### config.mk
export PLATFORM = sky130hd
export DESIGN_NAME = poe_port_power_cycle_sequencer_unit
export DESIGN_NICKNAME = d
export VERILOG_FILES = /design/src/rtl/ppcs_pkg.sv /design/src/rtl/ppcs_ctrl.sv /design/src/rtl/ppcs_datapath.sv /design/src/rtl/poe_port_power_cycle_sequencer_unit.sv
export SDC_FILE = /design/constraint.sdc
export NUM_CORES = 1
export LEC_CHECK = 0
export ABC_AREA = 1
export BUFFER_PORTS_ARGS = -buffer_cell sky130_fd_sc_hd__clkbuf_2
export CAP_MARGIN = 20
export CORE_MARGIN = 8
export CORE_UTILIZATION = 40
export CTS_CLUSTER_SIZE = 40
export DETAILED_ROUTE_END_ITERATION = 6
export GPL_TIMING_DRIVEN = 0
export PLACE_DENSITY_LB_ADDON = 0.12
export SLEW_MARGIN = 40
export SYNTH_ARGS = -nofsm -noshare
export SYNTH_HDL_FRONTEND = slang
export SYNTH_HIERARCHICAL = 1
export SYNTH_SLANG_ARGS = --single-unit
### constraint.sdc
create_clock -name i_clk -period 7.9 [get_ports i_clk]
set_input_delay 0.79 -clock i_clk [delete_from_list [all_inputs] [get_ports i_clk]]
set_output_delay 0.79 -clock i_clk [all_outputs]
set_load 0.1 [all_outputs]
### src/rtl/ppcs_pkg.sv
// ----------------------------------------------------------------------------
// ppcs_pkg: shared types and constants of the port power-cycle sequencer
// Item structs, per-port record layout, stage and command codes.
// ----------------------------------------------------------------------------
package ppcs_pkg;

    localparam int PORTS_DEF = 8;

    localparam int CFG_IDX_W  = 4;
    localparam int CFG_DATA_W = 16;

    localparam logic [CFG_IDX_W-1:0] CFG_MAX_RESETS = CFG_IDX_W'(0);
    localparam logic [CFG_IDX_W-1:0] CFG_POWER_OFF  = CFG_IDX_W'(1);

    localparam logic [7:0]  MAX_RESETS_RST = 8'd3;
    localparam logic [15:0] POWER_OFF_RST  = 16'd15;

    localparam logic [1:0] ST_IDLE = 2'd0;
    localparam logic [1:0] ST_INIT = 2'd1;
    localparam logic [1:0] ST_OFF  = 2'd2;
    localparam logic [1:0] ST_UP   = 2'd3;

    localparam logic [1:0] CMD_NONE = 2'd0;
    localparam logic [1:0] CMD_OFF  = 2'd1;
    localparam logic [1:0] CMD_ON   = 2'd2;

    localparam logic [3:0] FL_REBOOT = 4'b0001;
    localparam logic [3:0] FL_MANUAL = 4'b0010;
    localparam logic [3:0] FL_SHUT   = 4'b0100;
    localparam logic [3:0] FL_SUSP   = 4'b1000;

    typedef struct packed {
        logic [2:0]  port;
        logic [31:0] now_seconds;
        logic        auto_request;
        logic        manual_request;
    } t_in_item;

    typedef struct packed {
        logic [2:0]  port_out;
        logic [1:0]  power_command;
        logic [1:0]  stage_out;
        logic        rebooting;
        logic        manual_reboot;
        logic        shut_down;
        logic        suspended;
        logic        clear_error_count;
        logic [7:0]  resets_now;
        logic [15:0] resets_total;
    } t_out_item;

    typedef struct packed {
        logic [1:0]  stage;
        logic        start_pending;
        logic        timer_expired;
        logic [31:0] deadline;
        logic [7:0]  reset_count;
        logic [15:0] total_resets;
        logic [3:0]  status_bits;
    } t_port_rec;

    typedef struct packed {
        logic capture;
        logic read;
        logic commit;
    } t_ctl_cmd;

    typedef struct packed {
        logic out_free;
    } t_ctl_sts;

endpackage

### src/rtl/ppcs_ctrl.sv
// ----------------------------------------------------------------------------
// ppcs_ctrl: sequencing controller
// Steps each item through capture, state-table read and commit.
// ----------------------------------------------------------------------------
module ppcs_ctrl
    import ppcs_pkg::*;
(
    input  logic     i_clk,
    input  logic     i_rst_n,
    input  logic     i_in_valid,
    output logic     o_in_ready,
    input  t_ctl_sts i_sts,
    output t_ctl_cmd o_cmd
);

    typedef enum logic [1:0] {
        S_WAIT,
        S_READ,
        S_CALC
    } t_state;

    t_state r_state, n_state;
    logic   r_ready, n_ready;

    always_comb begin
        n_state = r_state;
        case (r_state)
            S_WAIT: begin
                if (i_in_valid && r_ready) n_state = S_READ;
            end
            S_READ: n_state = S_CALC;
            S_CALC: begin
                if (i_sts.out_free) n_state = S_WAIT;
            end
            default: n_state = S_WAIT;
        endcase
        n_ready = (n_state == S_WAIT);
    end

    always_ff @(posedge i_clk) begin
        if (!i_rst_n) begin
            r_state <= S_WAIT;
            r_ready <= 1'b0;
        end else begin
            r_state <= n_state;
            r_ready <= n_ready;
        end
    end

    assign o_in_ready    = r_ready;
    assign o_cmd.capture = i_in_valid && r_ready;
    assign o_cmd.read    = (r_state == S_READ);
    assign o_cmd.commit  = (r_state == S_CALC) && i_sts.out_free;

endmodule

### src/rtl/ppcs_datapath.sv
// ----------------------------------------------------------------------------
// ppcs_datapath: per-port state table and tick update
// Holds the port records, the configuration registers and the result register.
// ----------------------------------------------------------------------------
module ppcs_datapath
    import ppcs_pkg::*;
#(
    parameter int PORTS = PORTS_DEF
) (
    input  logic                  i_clk,
    input  logic                  i_rst_n,
    input  t_in_item              i_item,
    input  logic                  i_cfg_valid,
    input  logic [CFG_IDX_W-1:0]  i_cfg_index,
    input  logic [CFG_DATA_W-1:0] i_cfg_data,
    input  t_ctl_cmd              i_cmd,
    output t_ctl_sts              o_sts,
    output logic                  o_valid,
    input  logic                  i_ready,
    output t_out_item             o_item
);

    localparam int PIDX = $clog2(PORTS);

    t_port_rec   r_mem [PORTS];
    logic [PORTS-1:0] r_vld;
    t_port_rec   r_rd;
    logic        r_rd_vld;
    t_in_item    r_in;
    logic [7:0]  r_max_resets;
    logic [15:0] r_power_off;
    logic        r_out_valid;
    t_out_item   r_out;

    logic [6:0]      port_ext;
    logic [PIDX-1:0] idx;
    logic            in_range;
    t_port_rec       cur, nxt;
    logic [1:0]      cmd;
    logic            clr;
    t_out_item       res;

    assign port_ext = 7'(r_in.port);
    assign idx      = port_ext[PIDX-1:0];
    assign in_range = (32'(r_in.port) < PORTS);

    always_ff @(posedge i_clk) begin
        if (!i_rst_n) begin
            r_max_resets <= MAX_RESETS_RST;
            r_power_off  <= POWER_OFF_RST;
        end else if (i_cfg_valid) begin
            if (i_cfg_index == CFG_MAX_RESETS) r_max_resets <= i_cfg_data[7:0];
            else if (i_cfg_index == CFG_POWER_OFF) r_power_off <= i_cfg_data;
        end
    end

    always_ff @(posedge i_clk) begin
        if (i_cmd.capture) r_in <= i_item;
    end

    // Record memory: read registered, written once per in-range item at commit.
    always_ff @(posedge i_clk) begin
        if (i_cmd.read) begin
            r_rd     <= r_mem[idx];
            r_rd_vld <= r_vld[idx];
        end
        if (i_cmd.commit && in_range) r_mem[idx] <= nxt;
    end

    always_ff @(posedge i_clk) begin
        if (!i_rst_n) begin
            r_vld <= '0;
        end else if (i_cmd.commit && in_range) begin
            r_vld[idx] <= 1'b1;
        end
    end

    // A port never written since reset reads as its reset record.
    assign cur = r_rd_vld ? r_rd : '0;

    always_comb begin
        nxt = cur;
        cmd = CMD_NONE;
        clr = 1'b0;
        case (cur.stage)
            ST_IDLE: begin
                if (r_in.auto_request) begin
                    if (cur.reset_count >= r_max_resets) begin
                        nxt.status_bits = nxt.status_bits | FL_SHUT | FL_SUSP;
                    end else begin
                        clr              = 1'b1;
                        nxt.reset_count  = cur.reset_count + 8'd1;
                        nxt.total_resets = cur.total_resets + 16'd1;
                        nxt.status_bits  = nxt.status_bits | FL_REBOOT;
                        nxt.stage        = ST_INIT;
                    end
                end
                if (r_in.manual_request) begin
                    nxt.status_bits  = (nxt.status_bits & ~FL_SHUT) | FL_MANUAL;
                    nxt.total_resets = nxt.total_resets + 16'd1;
                    nxt.reset_count  = 8'd0;
                    clr              = 1'b1;
                    nxt.stage        = ST_INIT;
                end
            end
            ST_INIT: begin
                nxt.deadline      = r_in.now_seconds + 32'(r_power_off);
                nxt.start_pending = 1'b1;
                nxt.stage         = ST_OFF;
            end
            ST_OFF: begin
                if (cur.start_pending) begin
                    nxt.start_pending = 1'b0;
                    cmd               = CMD_OFF;
                end
                if (r_in.now_seconds >= cur.deadline) nxt.timer_expired = 1'b1;
                if (nxt.timer_expired) nxt.stage = ST_UP;
            end
            default: begin
                if (cur.timer_expired) begin
                    nxt.timer_expired = 1'b0;
                    cmd               = CMD_ON;
                end
                nxt.stage       = ST_IDLE;
                nxt.status_bits = cur.status_bits & ~(FL_REBOOT | FL_MANUAL | FL_SUSP);
            end
        endcase
    end

    always_comb begin
        res = '0;
        res.port_out = r_in.port;
        if (in_range) begin
            res.power_command     = cmd;
            res.stage_out         = nxt.stage;
            res.rebooting         = |(nxt.status_bits & FL_REBOOT);
            res.manual_reboot     = |(nxt.status_bits & FL_MANUAL);
            res.shut_down         = |(nxt.status_bits & FL_SHUT);
            res.suspended         = |(nxt.status_bits & FL_SUSP);
            res.clear_error_count = clr;
            res.resets_now        = nxt.reset_count;
            res.resets_total      = nxt.total_resets;
        end
    end

    always_ff @(posedge i_clk) begin
        if (!i_rst_n) begin
            r_out_valid <= 1'b0;
        end else if (i_cmd.commit) begin
            r_out_valid <= 1'b1;
        end else if (i_ready) begin
            r_out_valid <= 1'b0;
        end
    end

    always_ff @(posedge i_clk) begin
        if (i_cmd.commit) r_out <= res;
    end

    assign o_sts.out_free = !r_out_valid || i_ready;
    assign o_valid        = r_out_valid;
    assign o_item         = r_out;

    a_commit_free: assert property (@(posedge i_clk) disable iff (!i_rst_n)
        i_cmd.commit |-> (!r_out_valid || i_ready))
        else $error("result register overwritten while full");

    a_commit_shows: assert property (@(posedge i_clk) disable iff (!i_rst_n)
        i_cmd.commit |=> r_out_valid)
        else $error("committed item did not reach the output");

    a_on_is_idle: assert property (@(posedge i_clk) disable iff (!i_rst_n)
        (r_out_valid && r_out.power_command == CMD_ON) |-> (r_out.stage_out == ST_IDLE))
        else $error("power-on command outside the return to idle");

    a_oor_no_write: assert property (@(posedge i_clk) disable iff (!i_rst_n)
        (i_cmd.commit && !in_range) |=> $stable(r_vld))
        else $error("out-of-range port touched the state table");

endmodule

### src/rtl/poe_port_power_cycle_sequencer_unit.sv
// ----------------------------------------------------------------------------
// poe_port_power_cycle_sequencer_unit: per-port power-cycle sequencer
// Runs one restart sequencer per port, one tick item at a time.
// ----------------------------------------------------------------------------
// An accepted item is captured into a register, its port record is read into a
// register, and the result register is loaded at commit. The next item is taken
// only after that commit, which waits while the result register waits to be taken.
// Reset: all port records read as cleared at once through per-port valid bits;
// max_resets returns to 3 and power_off_seconds to 15.
module poe_port_power_cycle_sequencer_unit
    import ppcs_pkg::*;
#(
    parameter int PORTS = PORTS_DEF
) (
    input  logic                  i_clk,
    input  logic                  i_rst_n,
    input  logic                  i_valid,
    output logic                  o_ready,
    input  t_in_item              i_item,
    output logic                  o_valid,
    input  logic                  i_ready,
    output t_out_item             o_item,
    input  logic                  i_cfg_valid,
    output logic                  o_cfg_ready,
    input  logic [CFG_IDX_W-1:0]  i_cfg_index,
    input  logic [CFG_DATA_W-1:0] i_cfg_data
);

    t_ctl_cmd cmd;
    t_ctl_sts sts;

    assign o_cfg_ready = 1'b1;

    ppcs_ctrl u_ctrl (
        .i_clk      (i_clk),
        .i_rst_n    (i_rst_n),
        .i_in_valid (i_valid),
        .o_in_ready (o_ready),
        .i_sts      (sts),
        .o_cmd      (cmd)
    );

    ppcs_datapath #(
        .PORTS (PORTS)
    ) u_datapath (
        .i_clk       (i_clk),
        .i_rst_n     (i_rst_n),
        .i_item      (i_item),
        .i_cfg_valid (i_cfg_valid),
        .i_cfg_index (i_cfg_index),
        .i_cfg_data  (i_cfg_data),
        .i_cmd       (cmd),
        .o_sts       (sts),
        .o_valid     (o_valid),
        .i_ready     (i_ready),
        .o_item      (o_item)
    );

endmodule
# After elaboration in Yosys (flattened, before gate mapping)
# Memory sizes are Yosys's and may differ from the RTL's. A register that Yosys moved wholly into a read port is not among the register bits.
# Index checks and enable logic that the tools add are counted.
[totals]
ff_bits = 110
mem_bits_rw = 512
mem_count = 1
[op_classes]
mux = 35
bitwise = 2
order_cmp = 4
reduce_logical = 14
n_eq_ne = 5
n_addsub = 4
[memory_table]
columns = ["name", "depth", "width", "read_ports", "rd_clocked_by_memory_dff", "write_ports", "line_no", "text"]
rows = [
  ["u_datapath.r_mem", 8, 64, 1, 1, 1, "ppcs_datapath.sv:25", "t_port_rec r_mem [PORTS];"],
]
[ops]
columns = ["cell", "count"]
rows = [
  ["$mux 28", 3],
  ["$mux 64", 1],
  ["$mux 24", 2],
  ["$add 16x1->16 const B", 2],
  ["$add 32x16->32", 1],
  ["$ge 32x32->1", 1],
  ["$mux 32", 1],
  ["$mux 2", 7],
  ["$mux 1", 12],
  ["$pmux 2 s3", 2],
  ["$add 8x1->8 const B", 1],
  ["$ge 8x8->1", 1],
  ["$or 8x8->8", 1],
  ["$pmux 4 s2", 1],
  ["$logic_not 2->1", 3],
  ["$eq 2x1->1 const B", 2],
  ["$eq 2x2->1 const B", 2],
  ["$eq 4x1->1 const B", 1],
  ["$logic_not 4->1", 1],
  ["$lt 3x4->1 const B", 1],
  ["$mux 4", 1],
  ["$pmux 1 s2", 2],
  ["$pmux 2 s2", 1],
  ["$reduce_or 2->1", 2],
  ["other kinds (10)", 12],
]

# Logic depth before layout (Yosys ltp)
[logic_depth]
depth_word = 8
ltp_mapped = 27
mapped_depth_nobuf = 23

# Cells and area by module
# The synthesis kept the hierarchy.
[modules_own_cells]
columns = ["module", "instances", "area_each_um2", "cells_per_inst", "seq_area_each_um2"]
rows = [
  ["ppcs_datapath", 1, 28858.9, 2460, 20179.4],
  ["ppcs_ctrl", 1, 127.6, 20, 60.1],
  ["poe_port_power_cycle_sequencer_unit", 1, 11.3, 2, 0.0],
]

# Worst setup path before layout
# No wires, ideal clock.
[synth_path]
path_kind = "input to register"
startpoint = "in i_ready"
endpoint = "mem u_datapath/r_mem[3][0] in the netlist's numbering (enable)"
setup_time_ns = 0.488
cell_stages = 6
slack_ns = 0.614
t_arrival_ns = 6.798
t_required_ns = 7.412
path_cell_list = "inv_1 -> nand2_1 -> inv_1 -> nor3_1 -> nand2_1 -> nor2_1"
[synth_rtl]
columns = ["element", "line_no", "text"]
rows = [
  ["start: declaration", "poe_port_power_cycle_sequencer_unit.sv:21", "input logic i_ready,"],
  ["end: declaration", "ppcs_datapath.sv:25", ""],
]

==> results.rst <==
.. list-table::
   :header-rows: 1

   * - Metric
     - Value
   * - Run status
     - finished, final reports clean
   * - Clock tree from TritonCTS
     - built
   * - Num CTS Buffers
     - 75
   * - Antenna Violating Nets Remaining
     - 0
   * - Average footprint of a synthesized cell
     - 11.7 um2
   * - Part of the power in the clock network
     - 42.7%
   * - Ys async rst share
     - 0%
   * - Aggregate global routing overflow
     - 0
   * - Crit-path max FO
     - 10
   * - Most frequent cell on the critical path
     - sky130_fd_sc_hd__nand2_1
   * - Detailed-route vias per instance
     - 5.38
   * - RD Place Congestion
     - 0.840
   * - Number of detailed-route iterations in the first pass
     - 5
   * - Worst-skew pair later-pin latency
     - 610 ps
   * - Post-route DRC
     - 0
   * - Floorplan die width
     - 285 um
   * - Most frequent cell after synthesis
     - sky130_fd_sc_hd__edfxtp_1
   * - FF+latch area
     - 20200 um2
   * - Register area share after synthesis
     - 69.8%
   * - Transition time at the pin with the least slew margin
     - 860 ps
   * - Hold Path Class
     - in2reg
   * - Clock-pin slew reported for the worst setup and hold paths after clock tree synthesis
     - 60 ps
   * - Core footprint
     - 71600 um2
   * - Crit path kind
     - reg2reg
   * - Worst setup EP type
     - register
   * - Number of gates given a new drive strength after cts
     - 0
   * - Psw
     - 1.77 mW
   * - Final number of max-transition violations
     - 0
   * - Wire length of the first global-routing pass
     - 126 mm
   * - Util after Layout
     - 47.7%
   * - Worst voltage drop across the vdd grid
     - 0.000128 V
   * - Final WL
     - 85.6 mm
   * - Critical path startpoint category
     - register
   * - # Post-CTS Setup Buffers
     - 0
   * - Layout cell share with drive strength beyond 1
     - 12.2%
   * - Starting utilization of the core area
     - 40.5%
   * - Net switching fraction of the power
     - 22.6%
   * - Total global routing track utilization
     - 20.5%
   * - Area of the multi-input gates
     - 7860 um2
   * - Top cells by count, synth
     - sky130_fd_sc_hd__edfxtp_1 (650), sky130_fd_sc_hd__nor2_1 (547), sky130_fd_sc_hd__o21ai_0 (330)
   * - Count of flip-flops with a built-in enable after synthesis
     - 650
   * - Number of cells in the finished layout apart from fillers
     - 3713
   * - Cell Area, Synth
     - 29000 um2
   * - Die footprint
     - 81400 um2
   * - Fillers
     - 6490
   * - Nets
     - 2834
   * - # placed instances
     - 3581
   * - HPWL Detailed
     - 59.0 mm
   * - Yosys top cell by area
     - sky130_fd_sc_hd__edfxtp_1
   * - Int Pwr
     - 6.06 mW
   * - Family with the most delay on the worst path
     - buffers and inverters
   * - Max-cap violation count
     - 0
   * - Crit-path max cell delay
     - 670 ps
   * - WL/cell
     - 23.0 um
   * - Final setup skew
     - 25.8 ps
   * - Period Utilization, post-route
     - 63.9%
   * - Maximum level of the CTS H-tree
     - 3
   * - Pwr Density
     - 229 nW/um2
   * - Hold_buf cts
     - 0
   * - Sequential share of power
     - 51.6%
   * - Clock Tree Buf Depth
     - 3
   * - Clock sink count
     - 686
   * - Number of warnings reported in the yosys synthesis log
     - 6
   * - Relative slew margins
     - 42.7%
   * - Drt initial violations
     - 2031
   * - Worst path slowest cell
     - sky130_fd_sc_hd__buf_1
   * - Antenna violations before repair
     - 0
   * - Clock tree root driver cell
     - sky130_fd_sc_hd__clkbuf_16
   * - Combinational share of power
     - 5.7%
   * - Gate count after technology mapping
     - 2482
   * - Final Hold Viols
     - 0
   * - Maximum number of pins on one net before global-route repair
     - 39
   * - Standby leakage power
     - 12.4 nW
   * - Die span in y
     - 285 um
   * - Biggest area contributors in the synthesized netlist
     - sky130_fd_sc_hd__edfxtp_1 (67%), sky130_fd_sc_hd__nor2_1 (7.1%), sky130_fd_sc_hd__o21ai_0 (5.7%), sky130_fd_sc_hd__nand2_1 (3.2%), sky130_fd_sc_hd__ha_1 (2.7%)
   * - Share of the synthesized area in the top cell type
     - 67.3%
   * - Via count
     - 20000
   * - Max Freq
     - 198 MHz
   * - Dominant synthesized flop cell
     - sky130_fd_sc_hd__edfxtp_1
   * - Synthesized net count
     - 2607
   * - Synth-to-Final Area Change
     - 17.8%
   * - Required time at the endpoint of the critical path
     - 8180 ps
   * - Crit-path cells
     - buf_4, buf_2, buf_2, buf_1, nand2_1, inv_1, ha_1, a21o_1, nor2_4, nand2_2, clkinv_4, buf_6, nand3_1, nand2_1, inv_1, ha_1, nand2_1, nand3b_1, nor2_2, xor2_1, o21ai_1
   * - Port-buffer cells
     - 99
   * - Post-synth cell types
     - 53
   * - Number of top-level design ports
     - 101
   * - Final critical delay including setup and external delays
     - 5050 ps
   * - Worst path arrival time
     - 5330 ps
   * - Total of flip-flops plus latches after synthesis
     - 686
   * - Via count of the first global-routing pass
     - 19200
   * - Unrepaired setup endpoints after global routing
     - no
   * - # setup viols final
     - 0
   * - Sum of buffers and inverters on the critical path
     - 8
   * - Cell row count
     - 98
==> through the flow <==
| step | setup TNS, ps | cell area (um2) | hold slack [ps] | worst slack (ps) | power, mW |
|---|---|---|---|---|---|
| global placement | -2821010 | 30700 | 445 | -5710 | 4.55 |
| global route | 0 | 34200 | 330 | 2500 | 8.08 |
| CTS | 0 | 34100 | 311 | 2800 | 7.91 |
| finish | 0 | 34200 | 354 | 2850 | 7.83 |
| floorplan | 0 | 29000 | 421 | 614 | 4.37 |
| detailed placement | 0 | 31800 | 432 | 2830 | 4.56 |
==> layer usage <==
layer	vias to the layer above	global-route usage (%)	wire length, um
li1	9306	-	-
met1	9875	28.7	38300
met2	687	33.0	39900
met3	124	2.98	5120
met4	0	6.11	2230
met5	-	0	0
==> kinds of logic (layout without fill, tap and decap cells) <==
| logic type | count (synthesis) | count (layout) | share of synthesized area, % |
|---|---|---|---|
| and+or+nand+nor | 974 | 974 | 14.0 |
| DFF | 686 | 686 | 69.8 |
| AOI/OAI and AO/OA | 487 | 487 | 9.49 |
| buffers and inverters | 252 | 532 | 3.41 |
| adders and majority gates | 63 | 63 | 2.74 |
| xor gates and xnor gates | 19 | 19 | 0.574 |
| other | 1 | 2 | 0.0129 |
==> worst reg2reg max path, cell delays in order, from the launching register on <==
cell                       delay [ps]
sky130_fd_sc_hd__edfxtp_1         330
sky130_fd_sc_hd__buf_4            190
sky130_fd_sc_hd__buf_2            300
sky130_fd_sc_hd__buf_2            370
sky130_fd_sc_hd__buf_1            670
sky130_fd_sc_hd__nand2_1          230
sky130_fd_sc_hd__inv_1            100
sky130_fd_sc_hd__ha_1             240
sky130_fd_sc_hd__a21o_1           210
sky130_fd_sc_hd__nor2_4           220
sky130_fd_sc_hd__nand2_2          100
sky130_fd_sc_hd__clkinv_4          90
sky130_fd_sc_hd__buf_6            150
sky130_fd_sc_hd__nand3_1          100
sky130_fd_sc_hd__nand2_1          110
sky130_fd_sc_hd__inv_1             50
sky130_fd_sc_hd__ha_1             200
sky130_fd_sc_hd__nand2_1           80
sky130_fd_sc_hd__nand3b_1         140
sky130_fd_sc_hd__nor2_2            70
sky130_fd_sc_hd__xor2_1           150
sky130_fd_sc_hd__o21ai_1          630
==> registers in the layout (all words and copies together), names as in the netlist, 2 cells and up <==
signal	count
u_datapath/r_max_resets	8
u_datapath/o_item	36
u_datapath/r_in	34
u_datapath/r_mem	512
u_ctrl/r_state	2
u_datapath/r_rd	64
u_datapath/r_vld	8
u_datapath/r_power_off	16
u_datapath/idx	3
==> cells in the final DEF, fill, tap and decap left out, drive strengths merged, types with 13 or more instances in the layout <==
| cell | instances |
|---|---|
| inv | 135 |
| edfxtp | 650 |
| buf | 88 |
| ha | 62 |
| a21oi | 56 |
| nand4 | 20 |
| clkinv | 25 |
| clkbuf | 277 |
| dfxtp | 36 |
| nor3 | 13 |
| nand3 | 102 |
| nor2 | 559 |
| nand2 | 262 |
| o2111ai | 64 |
| o21ai | 340 |
==> final timing paths <==
kind                                                    start                                to  slack (ps)  depth (start not counted)
worst max register to register  u_datapath/r_rd_vld$_DFFE_PP_  u_datapath/r_mem[0][8]$_DFFE_PP_        2850                         21
worst min-delay path                               i_item[35]       u_datapath/idx[1]$_DFFE_PP_         350                          1
worst max-delay path            u_datapath/r_rd_vld$_DFFE_PP_  u_datapath/r_mem[0][8]$_DFFE_PP_        2850                         21
worst min register to register    u_datapath/idx[0]$_DFFE_PP_   u_datapath/o_item[33]$_DFFE_PP_         470                          0
==> layout make-up <==
type,count,share of cell area (%)
flip-flops and latches,686,59.3
multi-input cells,1544,23.0
clock buffers,98,5.87
repair buffers,150,4.55
well taps,950,3.48
inverters,135,1.52
plain buffers,117,1.43
clock inverters,32,0.868
diodes,1,0.00733
==> power groups by stage <==
stage                     registers, mW  logic (mW)  clock network, mW
after global routing               4.04       0.492               3.55
after CTS                          4.04       0.448               3.42
after global placement             4.12       0.425                  0
after detailed placement           4.12       0.446                  0
final                              4.04       0.448               3.34
after floorplan                    4.13       0.238                  0
Power figures use the tool's default switching activity.
